==> config.mk <==
export PLATFORM = sky130hd
export DESIGN_NAME = node_join_keepalive_fsm_unit
export DESIGN_NICKNAME = d
export VERILOG_FILES = /design/src/rtl/njk_pkg.sv /design/src/rtl/njk_step.sv /design/src/rtl/node_join_keepalive_fsm_unit.sv
export SDC_FILE = /design/constraint.sdc
export NUM_CORES = 1
export LEC_CHECK = 0
export ABC_AREA = 0
export BUFFER_PORTS_ARGS = -buffer_cell sky130_fd_sc_hd__buf_2
export CAP_MARGIN = 20
export CORE_MARGIN = 5
export CORE_UTILIZATION = 40
export DETAILED_ROUTE_END_ITERATION = 8
export PLACE_DENSITY = 0.74
export SLEW_MARGIN = 20
export SYNTH_ARGS = -nofsm -noshare
export SYNTH_HDL_FRONTEND = slang
export SYNTH_SLANG_ARGS = --single-unit
==> constraint.sdc <==
create_clock -name aclk -period 11.9 [get_ports aclk]
set_input_delay 1.785 -clock aclk [delete_from_list [all_inputs] [get_ports aclk]]
set_output_delay 1.785 -clock aclk [all_outputs]
set_load 0.02 [all_outputs]
==> src/rtl/njk_pkg.sv <==
// Package for the node join and keepalive engine.
// Holds transaction structs, state and configuration structs, and code constants.
// No dependencies.
`default_nettype none

package njk_pkg;

    localparam int ADDR_BYTES = 5;
    localparam int ADDR_W     = 40;
    localparam logic [ADDR_W-1:0] ADDR_MASK = ADDR_W'({(8*ADDR_BYTES){1'b1}});

    localparam logic [15:0] HELLO_DEVICE = 16'hFFFF;
    localparam logic [7:0]  RETRY_MAX    = 8'hFF;

    localparam logic [7:0] HW_TYPE_RST     = 8'hF1;
    localparam logic [7:0] FW_VERSION_RST  = 8'h00;
    localparam logic [7:0] RETRY_LIMIT_RST = 8'd10;

    localparam logic REQ_TICK = 1'b0;
    localparam logic REQ_MSG  = 1'b1;

    localparam logic [2:0] KIND_ACQUIRED = 3'd0;
    localparam logic [2:0] KIND_PONG     = 3'd1;
    localparam logic [2:0] KIND_SWITCH   = 3'd2;
    localparam logic [2:0] KIND_SETTINGS = 3'd3;

    localparam logic [1:0] TX_NONE  = 2'd0;
    localparam logic [1:0] TX_HELLO = 2'd1;
    localparam logic [1:0] TX_PING  = 2'd2;

    localparam logic [1:0] ADDR_NONE    = 2'd0;
    localparam logic [1:0] ADDR_SET     = 2'd1;
    localparam logic [1:0] ADDR_RESTORE = 2'd2;

    localparam logic [1:0] LED_NONE   = 2'd0;
    localparam logic [1:0] LED_JOINED = 2'd1;
    localparam logic [1:0] LED_PONG   = 2'd2;

    localparam logic [1:0] CFG_HW_TYPE     = 2'd0;
    localparam logic [1:0] CFG_FW_VERSION  = 2'd1;
    localparam logic [1:0] CFG_RETRY_LIMIT = 2'd2;

    typedef struct packed {
        logic              req_type;
        logic [2:0]        msg_kind;
        logic [15:0]       msg_device;
        logic [ADDR_W-1:0] msg_addr;
        logic [7:0]        cmd_switch;
        logic [7:0]        switch_state;
        logic [15:0]       current_measure;
    } in_item_t;

    typedef struct packed {
        logic [1:0]        tx_kind;
        logic [15:0]       tx_device;
        logic [7:0]        tx_hw_type;
        logic [7:0]        tx_version;
        logic [7:0]        tx_switch;
        logic [15:0]       tx_measure;
        logic [1:0]        addr_action;
        logic [ADDR_W-1:0] addr_value;
        logic [1:0]        led_action;
        logic              switch_apply;
        logic              settings_apply;
    } out_item_t;

    typedef struct packed {
        logic        joined;
        logic [7:0]  retry_count;
        logic [15:0] device_id;
    } njk_state_t;

    typedef struct packed {
        logic [7:0] hw_type;
        logic [7:0] fw_version;
        logic [7:0] retry_limit;
    } njk_cfg_t;

endpackage

`default_nettype wire

==> src/rtl/njk_step.sv <==
// Per-transaction decision logic: result and next link state from one item.
// Purely combinational; depends on njk_pkg.
`default_nettype none

module njk_step (
    input  njk_pkg::in_item_t   item,
    input  njk_pkg::njk_state_t state,
    input  njk_pkg::njk_cfg_t   cfg,
    output njk_pkg::out_item_t  result,
    output njk_pkg::njk_state_t state_next
);
    import njk_pkg::*;

    logic ping_due;

    always_comb begin
        ping_due = ((item.switch_state != 8'd0) && state.retry_count[0])
                   || (state.retry_count[1:0] == 2'b11);
        result     = '0;
        state_next = state;
        if (item.req_type == REQ_TICK) begin
            if (!state.joined) begin
                result.tx_kind    = TX_HELLO;
                result.tx_device  = HELLO_DEVICE;
                result.tx_hw_type = cfg.hw_type;
                result.tx_version = cfg.fw_version;
            end else if (state.retry_count > cfg.retry_limit) begin
                result.addr_action     = ADDR_RESTORE;
                state_next.joined      = 1'b0;
                state_next.retry_count = 8'd0;
            end else begin
                if (ping_due) begin
                    result.tx_kind   = TX_PING;
                    result.tx_device = state.device_id;
                    result.tx_switch = item.switch_state;
                    result.tx_measure = (item.switch_state != 8'd0) ?
                                        item.current_measure : 16'd0;
                end
                if (state.retry_count != RETRY_MAX) begin
                    state_next.retry_count = state.retry_count + 8'd1;
                end
            end
        end else begin
            case (item.msg_kind)
                KIND_ACQUIRED: begin
                    state_next.device_id = item.msg_device;
                    state_next.joined    = 1'b1;
                    result.addr_action   = ADDR_SET;
                    result.addr_value    = item.msg_addr & ADDR_MASK;
                    result.led_action    = LED_JOINED;
                end
                KIND_PONG: begin
                    result.led_action      = LED_PONG;
                    state_next.retry_count = 8'd0;
                end
                KIND_SWITCH, KIND_SETTINGS: begin
                    state_next.retry_count = 8'd0;
                    result.switch_apply    = (item.msg_kind == KIND_SWITCH);
                    result.settings_apply  = (item.msg_kind == KIND_SETTINGS);
                    result.tx_kind         = TX_PING;
                    result.tx_device       = state.device_id;
                    result.tx_switch       = item.switch_state;
                    result.tx_measure      = (item.switch_state != 8'd0) ?
                                             item.current_measure : 16'd0;
                end
                default: begin
                end
            endcase
        end
    end

endmodule

`default_nettype wire

==> src/rtl/node_join_keepalive_fsm_unit.sv <==
// Top level of the node join and keepalive engine.
// Holds input register, link state, configuration and result register;
// depends on njk_pkg and njk_step.
//
// Usage:
//   s_valid/s_ready/s_data carry one tick or received message per transaction.
//   m_valid/m_ready/m_data carry exactly one result per input transaction,
//   in order.
//   cfg_valid/cfg_ready/cfg_index/cfg_data write hw_type (0), fw_version (1)
//   and retry_limit (2); cfg_ready is always high, other indexes are dropped.
//   Write configuration only while the block is idle.
// Timing:
//   An input transaction is held in the input register, then passes through
//   the decision logic into the result register. Throughput is one
//   transaction per cycle while m_ready stays high, set by the single pass
//   of the decision logic.
// Reset (aresetn low, synchronous): both stages empty, unjoined, retry count
//   and device id zero, configuration back to hw_type 0xF1, fw_version 0,
//   retry_limit 10.
// Stall: when m_ready is low the result holds; one more transaction is taken
//   into the input register, then s_ready drops until the result moves.
`default_nettype none

module node_join_keepalive_fsm_unit (
    input  wire                 aclk,
    input  wire                 aresetn,
    input  wire                 s_valid,
    output logic                s_ready,
    input  njk_pkg::in_item_t   s_data,
    output logic                m_valid,
    input  wire                 m_ready,
    output njk_pkg::out_item_t  m_data,
    input  wire                 cfg_valid,
    output logic                cfg_ready,
    input  wire  [1:0]          cfg_index,
    input  wire  [7:0]          cfg_data
);
    import njk_pkg::*;

    logic       in_valid_reg;
    in_item_t   in_data_reg;
    logic       out_valid_reg;
    out_item_t  out_data_reg;
    njk_state_t state_reg;
    njk_cfg_t   cfg_reg;

    out_item_t  result;
    njk_state_t state_next;
    logic       advance;

    assign advance   = in_valid_reg && (!out_valid_reg || m_ready);
    assign s_ready   = !in_valid_reg || advance;
    assign cfg_ready = 1'b1;
    assign m_valid   = out_valid_reg;
    assign m_data    = out_data_reg;

    njk_step u_step (
        .item       (in_data_reg),
        .state      (state_reg),
        .cfg        (cfg_reg),
        .result     (result),
        .state_next (state_next)
    );

    always_ff @(posedge aclk) begin
        if (!aresetn) begin
            in_valid_reg  <= 1'b0;
            out_valid_reg <= 1'b0;
            state_reg     <= '0;
        end else begin
            if (s_valid && s_ready) begin
                in_valid_reg <= 1'b1;
            end else if (advance) begin
                in_valid_reg <= 1'b0;
            end
            if (advance) begin
                out_valid_reg <= 1'b1;
                state_reg     <= state_next;
            end else if (m_ready) begin
                out_valid_reg <= 1'b0;
            end
        end
    end

    always_ff @(posedge aclk) begin
        if (s_valid && s_ready) begin
            in_data_reg <= s_data;
        end
        if (advance) begin
            out_data_reg <= result;
        end
    end

    always_ff @(posedge aclk) begin
        if (!aresetn) begin
            cfg_reg.hw_type     <= HW_TYPE_RST;
            cfg_reg.fw_version  <= FW_VERSION_RST;
            cfg_reg.retry_limit <= RETRY_LIMIT_RST;
        end else if (cfg_valid) begin
            case (cfg_index)
                CFG_HW_TYPE:     cfg_reg.hw_type     <= cfg_data;
                CFG_FW_VERSION:  cfg_reg.fw_version  <= cfg_data;
                CFG_RETRY_LIMIT: cfg_reg.retry_limit <= cfg_data;
                default: begin
                end
            endcase
        end
    end

endmodule

`default_nettype wire

==> results of run 1 <==
[through the flow]
stage	power (mW)	area (µm²)	hold slack (ps)	util
6_report	1.874	10970	464.3	0.5041
5_1_grt	1.943	10970	482.8	0.5041
4_1_cts	1.895	10960	465.1	0.5037
3_5_place_dp	1.083	10080	454.1	0.4634
3_3_place_gp	1.079	10080	445.6	0.4634
2_1_floorplan	1.034	8810	432.3	-
[layout make-up]
cell class                      count  area [µm²]  area share
Clock buffer                       37       721.9     0.06583
Clock inverter                     11       156.4     0.01426
Inverter                           12       47.55    0.004335
Multi-Input combinational cell    309        1981      0.1806
Sequential cell                   239        6666      0.6079
Tap cell                          280       350.3     0.03195
Timing Repair Buffer              207        1044     0.09515
[worst reg2reg max path, cell delays in order, from the launching register on]
cell and delay, ps:
dfxtp_1 460, ha_1 310, a211oi_1 360, nand3_2 180, and2_4 190, o31ai_4 810, and3_2 310
[routing by layer]
layer | vias up | global-route usage | share of wire
met5 | - | 0 | 0
met4 | 0 | 0.05037 | 0.034
met3 | 43 | 0.02365 | 0.050
met2 | 144 | 0.2609 | 0.53
met1 | 2540 | 0.1735 | 0.39
li1 | 2564 | - | -
[worst min path at each step]
stage           startpoint           to  slack, ps  depth (start not counted)
4_1_cts        cfg_reg[17]  cfg_reg[17]        470                          2
3_5_place_dp   cfg_reg[23]  cfg_reg[23]        450                          2
6_report       cfg_reg[23]  cfg_reg[23]        460                          2
3_3_place_gp   cfg_reg[20]  cfg_reg[20]        450                          2
5_1_grt        cfg_reg[17]  cfg_reg[17]        480                          2
2_1_floorplan  cfg_reg[16]  cfg_reg[16]        430                          2
[cell usage after synthesis (5+ instances only)]
| cell type | count |
|---|---|
| nor2_1 | 8 |
| clkbuf_1 | 21 |
| and3_2 | 8 |
| a21oi_1 | 5 |
| nand4_1 | 5 |
| a21boi_0 | 19 |
| nor2b_1 | 19 |
| inv_1 | 12 |
| nand2_1 | 67 |
| o21ai_0 | 5 |
| mux2i_1 | 14 |
| and2_1 | 35 |
| a21o_1 | 9 |
| edfxtp_1 | 188 |
| dfxtp_1 | 51 |
| ha_1 | 9 |
| a21o_2 | 7 |
| and3_1 | 44 |
| nand3_1 | 10 |
[where the power goes]
part           switching (mW)  internal (mW)
sequential             0.0107          0.943
clock                   0.321          0.491
combinational          0.0725         0.0373
[cells by family (layout without fill, tap and decap cells)]
group                      Yosys count  after routing  synth area share
DFF                                239            239            0.7567
and+or+nand+nor                    218            218            0.1359
AOI/OAI and AO/OA                   66             66           0.05738
buffers and inverters               39            267           0.01988
muxes                               14             14           0.01591
adders and majority gates            9              9           0.01278
other                                1              1         0.0004257
xor gates and xnor gates             1              1         0.0009944
==> summary.txt, run 1 <==
Logic synthesis
  • Async set or reset register ratio after synthesis: 0
  • Top post-synthesis cells by area: edfxtp_1 64%, dfxtp_1 12%, and3_1 3.1%, nand2_1 2.9%, and2_1 2.5%
  • Post-synthesis cell type with the largest combined area: edfxtp_1
  • Post-synthesis instance area: between 0.008 and 0.009 mm²
  • Number of distinct library cells after synthesis: between 50 and 60
  • Area share of the largest cell type after synthesis: 0.6408
  • Most used flip-flop cell after synthesis: edfxtp_1
  • Count of flip-flops with a built-in enable after synthesis: 188
  • Average footprint of a synthesized cell: approximately 15 µm²
  • Post-Synthesis Cells: just under 600
  • Number of warnings reported in the yosys synthesis log: 0
  • Net count of the mapped netlist: 703
  • Sequential fraction of the synthesis area: 0.7567
  • Synth Register Bits: 239

Clock network
  • Number of setup buffers added after CTS: 0
  • Root buffer cell: clkbuf_16
  • Clock sink count: 239
  • Clock tree from TritonCTS: built
  • Post-cts hold buffer count: 0
  • Clock latency at the later pin of the worst-skew pair: 530 ps
  • Number of instances resized during post-cts repair: 0
  • Number of buffers inserted during clock tree synthesis: 26
  • Clk pin slew, worst setup/hold paths: 60 ps
  • H-tree levels: 1
  • Clk buf depth: 3

Cells and area
  • Leading cell types in the layout, fill and taps excluded: 204 x buf_2, 188 x edfxtp_1, 67 x nand2_1
  • Antenna diode instance count: 0
  • Final nets: 911
  • Max reg flops: 104
  • Most common cell after layout, fill and taps aside: buf_2
  • Growth of design area from synthesis to finish: 24.49%
  • Count of placed standard cells in the final layout, fillers left out: 1,095
  • Fraction of layout cells with a size suffix above 1: 0.3374
  • Layout filler cell count: 1,880

Worst setup path
  • Worst R2R Setup Slack: 9150 ps
  • Max Fanout on Critical Path: 4
  • Most used cell, CP: buf_2
  • Kind of capture point of the worst setup path: output pin
  • Crit. Startpoint: m_ready
  • Classification of the worst setup path: primary input to output pin
  • Largest delay contributor family on the critical path: simple AND/OR/NAND/NOR gates
  • Endpoint of the worst setup timing path: s_ready
  • Critical Path AT: between 2000 and 2500 ps
  • Critical R2R Launch: state_reg[19]
  • Crit path launch type: primary input
  • Required time of the critical path: 10,120 ps
  • Capture instance of the worst register-to-register path: m_data[64]
  • Number of cells traversed by the worst register-to-register path: 6
  • Count of cell instances traversed by the critical path: 4
  • List of cells traversed by the critical path: buf_2, nor2b_1, nand2_1, buf_2
  • Stage delay of the slowest cell on the critical path: 210 ps
  • Slowest cell on the critical path: nor2b_1
  • Combined buffer and inverter count along the critical path: 2

Placement
  • Buffers added on ports: 204
  • Place WS: between 7000 and 8000 ps
  • Final HPWL from detailed placement: around 13,000 µm
  • Final Wtd Congestion: 0.8381
  • Cell total after placement: 1,047

Drt
  • Number of nets with antenna violations after detailed routing: 0
  • Post-route DRC: 0
  • Router iterations before antenna repair: 4
  • Detailed-route wire length: 18,650 µm
  • Number of vias per cell after detailed routing: 4.832
  • Total vias in the final route: 5,291
  • Wire length per cell after detailed routing: about 17 µm
  • Violation count after the first detailed-route iteration: about 330

STA
  • Clock Skew: 11.77 ps
  • Final setup vio count: 0
  • Worst slew margin relative to its limit: 0.3255
  • Slew at the pin closest to its max-slew limit: 1011 ps
  • Timing-limited maximum frequency: around 240 MHz
  • Min Tclk post-route: a little over 4000 ps
  • Final Max Tran Viols: 0
  • Fraction of the cycle the final worst path needs: 0.3494
  • Unrepaired setup endpoints after global routing: false
  • Final worst setup slack: around 7700 ps
  • TNS Setup: 0 ps
  • Final hold violation count: 0

Floorplanning
  • Die X: 158.4 µm
  • Die ar.: about 0.025 mm²
  • Die H: 158.4 µm
  • Effective utilization at floorplan: 0.4049
  • Count of standard-cell rows: 54
  • Area of the placeable core: about 0.022 mm²
  • IO Pins: 214

Global route
  • Total overflow reported by the global router: 0
  • Initial antenna violation count: 0
  • Vias in the first global route: 5,392
  • Wire length of the first global-routing pass: 28,640 µm
  • GRT Total Usage: 0.1439
  • Largest net degree at the start of global routing: 61

Outcome
  • Result of the run: completed

Power and ir drop
  • Leakage power: around 4.4 nW
  • P per Cell Area: 170.9 mW/mm²
  • Worst IR Drop VDD: 0.0001118 V

Flow run
  • Count of maximum capacitance violations: 0

Worst hold path
  • Worst hold path type: flop to flop
Power figures use the tool's default switching activity.
==> run 2, diff against run 1 <==
clock period = 4 ns   (was 11.9 ns; I/O delays follow)
==> summary.txt, run 2 (synthesis results as in run 1) <==
Drt
  • Total vias in the final route: 5,306 (+0.28%)
  • Wire length per cell after detailed routing: 16.88 µm (-0.87%)
  • Number of nets with antenna violations after detailed routing: 0 (unchanged)
  • Number of vias per cell after detailed routing: 4.832 (about the same)
  • Violation count after the first detailed-route iteration: 269 (-19%)
  • Detailed-route wire length: 18,540 µm (-0.60%)
  • Post-route DRC: 0 (unchanged)
  • Router iterations before antenna repair: 4 (unchanged)

STA
  • Min Tclk post-route: 2743 ps
  • Fraction of the cycle the final worst path needs: 0.6857
  • Slew at the pin closest to its max-slew limit: 1015 ps (+4.583 ps)
  • Worst hold slack: 251.8 ps (-212.4 ps)
  • TNS Setup: 0 ps (unchanged)
  • Final hold violation count: 0 (unchanged)
  • Timing-limited maximum frequency: approximately 360 MHz
  • Final setup vio count: 0 (unchanged)
  • Final Max Tran Viols: 0 (unchanged)
  • Worst slew margin relative to its limit: 0.3224 (-0.003058)
  • Unrepaired setup endpoints after global routing: false
  • Clock Skew: 21.34 ps (+9.568 ps)
  • Final worst setup slack: 1257 ps (-6485 ps)

Global route
  • Largest net degree at the start of global routing: 63 (+3.3%)
  • Wire length of the first global-routing pass: 28,360 µm (-0.98%)
  • GRT Total Usage: 0.1430 (-0.0008894)
  • Initial antenna violation count: 2 (+2)
  • Vias in the first global route: 5,286 (-2.0%)
  • Total overflow reported by the global router: 0 (unchanged)

Worst setup path
  • Combined buffer and inverter count along the critical path: 0 (-2)
  • Classification of the worst setup path: flop to flop
  • Kind of capture point of the worst setup path: flop
  • List of cells traversed by the critical path: ha_1, a211oi_1, nand3_2, and2_4, o31ai_4, and3_2
  • Count of cell instances traversed by the critical path: 6 (+2)
  • Stage delay of the slowest cell on the critical path: 830 ps (+620 ps)
  • Capture instance of the worst register-to-register path: m_data[64]
  • Slowest cell on the critical path: o31ai_4
  • Required time of the critical path: 4380 ps (-5740 ps)
  • Critical Path AT: 3130 ps (+760 ps)
  • Crit path launch type: flop
  • Worst R2R Setup Slack: 1260 ps (-7890 ps)
  • Max Fanout on Critical Path: 25 (+21)
  • Critical R2R Launch: state_reg[19]
  • Number of cells traversed by the worst register-to-register path: 6 (unchanged)
  • Largest delay contributor family on the critical path: compound AO/OA/AOI/OAI gates

Power and ir drop
  • Part of the total power dissipated in combinational logic: 0.061 (+0.002)
  • Worst IR Drop VDD: 0.0003070 V (+170%)
  • Share of total power consumed by net switching: 0.2196 (+0.004250)
  • Internal power contribution: 4.215 mW (+190%)
  • Leakage power: 4.417 nW (-0.26%)
  • Total net switching power: 1.186 mW (+190%)
  • P per Cell Area: 494.5 mW/mm² (+190%)
  • Clk pwr share: 0.413 (-0.020)
  • Sequential Power Share: 0.525 (+0.016)

Clock network
  • Clock sink count: 239 (unchanged)
  • Clk buf depth: 3 (unchanged)
  • Number of setup buffers added after CTS: 0 (unchanged)
  • Clk pin slew, worst setup/hold paths: 70 ps (about the same)
  • Clock tree from TritonCTS: built
  • Clock latency at the later pin of the worst-skew pair: 520 ps (about the same)
  • Number of buffers inserted during clock tree synthesis: 25 (-3.8%)
  • Post-cts hold buffer count: 0 (unchanged)
  • Number of instances resized during post-cts repair: 0 (unchanged)
  • Root buffer cell: clkbuf_16
  • H-tree levels: 1 (unchanged)

Placement
  • Final Wtd Congestion: 0.8320 (-0.73%)
  • Cell area after placement: 0.01010 mm² (+0.22%)
  • Buffers added on ports: 204 (unchanged)
  • Place WS: 1254 ps (-6493 ps)
  • Final HPWL from detailed placement: 12,650 µm (+0.36%)

Floorplanning
  • IO Pins: 214 (unchanged)
  • Die H: 158.4 µm (unchanged)
  • Die ar.: 0.02509 mm² (unchanged)
  • Die X: 158.4 µm (unchanged)
  • Count of standard-cell rows: 54 (unchanged)
  • Area of the placeable core: 0.02176 mm² (unchanged)
  • Effective utilization at floorplan: 0.4049 (unchanged)

Cells and area
  • Growth of design area from synthesis to finish: 23.99%
  • Final nets: 913 (+0.22%)
  • Layout filler cell count: 1,859 (-1.1%)
  • Seq. cell area: 0.006666 mm² (unchanged)
  • Fraction of layout cells with a size suffix above 1: 0.3407 (+0.003263)
  • Most common cell after layout, fill and taps aside: buf_2
  • Max reg flops: 104 (unchanged)
  • Final Util: 0.5021 (-0.002013)
  • Area used by multi-input combinational logic: 0.001984 mm² (+0.19%)
  • Post-route cell area: 0.01092 mm² (-0.40%)
  • Leading cell types in the layout, fill and taps excluded: 204 x buf_2, 188 x edfxtp_1, 67 x nand2_1

Flow run
  • Count of maximum capacitance violations: 0 (unchanged)

Worst hold path
  • Worst Hold Endpoint: in_data_reg[3]
  • Worst hold path type: primary input to flop
  • Launch point of the worst hold path: s_data[3]
  • Worst hold path cell count: 1 (-1)

Outcome
  • Result of the run: completed
[run 2: cell count changes in the layout (fill, tap and decap cells not counted), sizes merged]
cell	delta
buf	+3
clkbuf	-3
bufinv	-2
clkinv	+2
diode	+2
inv	+1
[run 2: worst reg2reg max path: stages (launching register included)]
cell and delay, ps:
dfxtp_1 450, ha_1 300, a211oi_1 360, nand3_2 170
and2_4 190, o31ai_4 830, and3_2 310
[run 2: worst max path at each step]
| stage | startpoint | slack, ps | endpoint |
|---|---|---|---|
| final | state_reg[19] | 1260 | m_data[64] |
| after global routing | state_reg[19] | 1030 | m_data[63] |
| after CTS | state_reg[19] | 1230 | m_data[63] |
| after detailed placement | state_reg[19] | 1250 | m_data[63] |
| after global placement | state_reg[19] | 1310 | m_data[62] |
| after floorplan | m_ready | 20 | state_reg[10] |
[run 2: power groups by stage]
stage / combinational [mW] / sequential, mW / clock (mW)
after global routing: 0.359 / 2.85 / 2.40
final: 0.331 / 2.84 / 2.23
after CTS: 0.336 / 2.84 / 2.28
after detailed placement: 0.335 / 2.89 / 0
after floorplan: 0.115 / 2.96 / 0
after global placement: 0.326 / 2.88 / 0
[run 2: through the flow]
stage	power, mW	instances
finish	5.402	1098
global route	5.608	1098
CTS	5.458	1096
detailed placement	3.225	1050
global placement	3.211	1050
floorplan	3.077	587
[run 2: final cells by class]
class | count | area share
inverters | 12 | 0.004353
clock buffers | 34 | 0.06403
clock inverters | 12 | 0.009507
flip-flops and latches | 239 | 0.6103
repair buffers | 210 | 0.09759
multi-input cells | 309 | 0.1817
well taps | 280 | 0.03207
diodes | 2 | 0.0004582
[run 2: per-layer routing]
layer	vias up	GRT usage	wire, µm
met4	0	0.05240	577
li1	2577	-	-
met3	44	0.02772	1127
met1	2533	0.1761	7286
met2	152	0.2509	9544
met5	-	0	0
==> run 3, diff against run 2 <==
PLACE_DENSITY = 0.76   (was 0.74)
clock period = 2.3 ns   (was 4 ns; I/O delays follow)
==> summary.txt, run 3 (synthesis results as in run 1) <==
Outcome
  • Result of the run: completed

Global route
  • Wire length of the first global-routing pass: 30,370 µm (+7.1%)
  • Initial antenna violation count: 2 (unchanged)
  • Largest net degree at the start of global routing: 78 (+24%)
  • Total overflow reported by the global router: 0 (unchanged)
  • GRT Total Usage: 0.1535 (+0.01045)
  • Vias in the first global route: 5,659 (+7.1%)

Worst hold path
  • Launch point of the worst hold path: s_data[83]
  • Worst hold path type: primary input to flop

STA
  • Final Max Tran Viols: 0 (unchanged)
  • Final setup vio count: 0 (unchanged)
  • Timing-limited maximum frequency: 462.8 MHz (+27%)
  • Worst hold slack: 17.52 ps (-234.3 ps)
  • Slew at the pin closest to its max-slew limit: 571.5 ps (-443.8 ps)
  • Clock Skew: 20.68 ps (-0.6610 ps)
  • Unrepaired setup endpoints after global routing: false
  • Min Tclk post-route: 2161 ps (-582.0 ps)
  • Final hold violation count: 0 (unchanged)
  • Fraction of the cycle the final worst path needs: 0.9394 (+0.2537)
  • Worst slew margin relative to its limit: 0.6181 (+0.2957)

Cells and area
  • Most common cell after layout, fill and taps aside: buf_2
  • Leading cell types in the layout, fill and taps excluded: 204 x buf_2, 188 x edfxtp_1, 68 x dlygate4sd3_1
  • Layout filler cell count: 1,757 (-5.5%)
  • Final nets: 994 (+8.9%)
  • Count of placed standard cells in the final layout, fillers left out: 1,179 (+7.4%)
  • Max reg flops: 104 (unchanged)
  • Growth of design area from synthesis to finish: 33.21%
  • Fraction of layout cells with a size suffix above 1: 0.3211 (-0.01962)

Drt
  • Violation count after the first detailed-route iteration: 281 (+4.5%)
  • Number of vias per cell after detailed routing: 4.765 (-1.4%)
  • Total vias in the final route: 5,618 (+5.9%)
  • Number of nets with antenna violations after detailed routing: 0 (unchanged)
  • Wire length per cell after detailed routing: 16.81 µm (-0.40%)
  • Post-route DRC: 0 (unchanged)
  • Router iterations before antenna repair: 4 (unchanged)
  • Detailed-route wire length: 19,820 µm (+6.9%)

Power and ir drop
  • Share of total power consumed by net switching: 0.2179 (-0.001767)
  • Clk pwr share: 0.396 (-0.017)
  • Leakage power: 4.755 nW (+7.6%)
  • Sequential Power Share: 0.530 (+0.005)
  • PnR Total Power: 9.313 mW (+72%)
  • Total net switching power: 2.029 mW (+71%)
  • Internal power contribution: 7.284 mW (+73%)
  • Part of the total power dissipated in combinational logic: 0.074 (+0.013)
  • P per Cell Area: 793.6 mW/mm² (+60%)
  • Worst IR Drop VDD: 0.0003888 V (+27%)

Worst setup path
  • Stage delay of the slowest cell on the critical path: 330 ps (-500 ps)
  • Critical Path AT: 2420 ps (-710 ps)
  • Crit path launch type: flop
  • Combined buffer and inverter count along the critical path: 2 (+2)
  • List of cells traversed by the critical path: inv_1, ha_1, nand4_1, nor2b_1, a21oi_2, and2_4, o31ai_4, buf_12, a21o_2
  • Classification of the worst setup path: flop to flop
  • Largest delay contributor family on the critical path: simple AND/OR/NAND/NOR gates
  • Slowest cell on the critical path: dfxtp_1
  • Critical R2R Launch: cfg_reg[7]
  • Kind of capture point of the worst setup path: flop
  • Required time of the critical path: 2560 ps (-1820 ps)
  • Max Fanout on Critical Path: 25 (unchanged)
  • Crit. Startpoint: cfg_reg[7]

Clock network
  • Clk buf depth: 3 (unchanged)
  • Root buffer cell: clkbuf_16
  • Clock sink count: 239 (unchanged)
  • Clk pin slew, worst setup/hold paths: 60 ps (about the same)
  • Number of buffers inserted during clock tree synthesis: 25 (unchanged)
  • H-tree levels: 1 (unchanged)
  • Clock latency at the later pin of the worst-skew pair: 520 ps (about the same)
  • Clock tree from TritonCTS: built

Flow run
  • Count of maximum capacitance violations: 0 (unchanged)

Floorplanning
  • Die H: 158.4 µm (unchanged)
  • Count of standard-cell rows: 54 (unchanged)
  • IO Pins: 214 (unchanged)
  • Die ar.: 0.02509 mm² (unchanged)
  • Die X: 158.4 µm (unchanged)
  • Area of the placeable core: 0.02176 mm² (unchanged)
  • Effective utilization at floorplan: 0.4049 (unchanged)

Placement
  • Final Wtd Congestion: 0.8145 (-2.1%)
  • Buffers added on ports: 204 (unchanged)
  • Cell total after placement: 1,062 (+1.1%)
  • Final HPWL from detailed placement: 13,120 µm (+3.7%)
==> run 3: cell types whose count changed in the layout (fill, tap and decap cells not counted), moves of 2 or more <==
| cell | before | now |
|---|---|---|
| dlygate4sd3_1 | 0 | 68 |
| a21boi_0 | 19 | 4 |
| a21boi_1 | 0 | 15 |
| buf_4 | 6 | 13 |
| buf_12 | 0 | 6 |
| clkinv_1 | 2 | 7 |
| clkbuf_8 | 4 | 0 |
| clkbuf_1 | 5 | 7 |
| clkinv_2 | 5 | 3 |
==> run 3: power by group through the flow <==
stage	logic (mW)	registers, mW	clock network [mW]
CTS	0.693	4.93	3.78
floorplan	0.205	5.14	0
global placement	0.592	5.02	0
global route	0.745	4.95	3.99
detailed placement	0.602	5.03	0
finish	0.693	4.94	3.68
==> run 3: final timing paths <==
| path | endpoint | slack [ps] | cells after the start |
|---|---|---|---|
| worst min-delay path | in_data_reg[83] | 20 | 1 |
| worst min register to register | state_reg[6] | 460 | 2 |
| worst max register to register | m_data[87] | 140 | 9 |
| worst max-delay path | m_data[87] | 140 | 9 |
==> run 3: worst reg2reg max path: cells and delay by family (launching register included) <==
kind / cells / cell delay, ps
simple gates: 3 / 580
compound gates: 3 / 500
fa+ha+maj: 1 / 300
buf+inv: 2 / 220
flops: 1 / 330
==> run 3: timing repair <==
action                                  in CTS  in global routing
endpoints found under the setup margin       0                 24
buffers inserted                             0                  1
endpoints found under the hold margin       63                  5
hold buffers                                63                  5
resized for setup                            0                  1
==> run 3: cell type report <==
cell class	count	area, µm²	share of cell area
diodes	2	5.005	0.0004265
clock buffers	32	651.9	0.05555
clock inverters	14	96.34	0.008210
inverters	12	48.80	0.004158
multi-input cells	309	1993	0.1698
flip-flops and latches	239	6670	0.5684
well taps	280	350.3	0.02985
repair buffers	291	1919	0.1636
==> run 3: routing by layer <==
metal	vias up	GRT usage	part of all wire
li1	2733	-	-
met1	2695	0.1874	0.39
met2	141	0.2731	0.53
met3	49	0.02555	0.047
met4	0	0.05808	0.034
met5	-	0	0
==> run 3: per-stage QoR <==
stage          setup WS, ps  setup TNS, ps  cell area [µm²]  utilization
2_1_floorplan        -689.2         -43940             8840            -
3_3_place_gp          167.9              0            10290       0.4729
3_5_place_dp          127.0              0            10290       0.4729
4_1_cts               107.2              0            11670       0.5363
5_1_grt               2.241              0            11740       0.5394
6_report              139.4              0            11740       0.5394
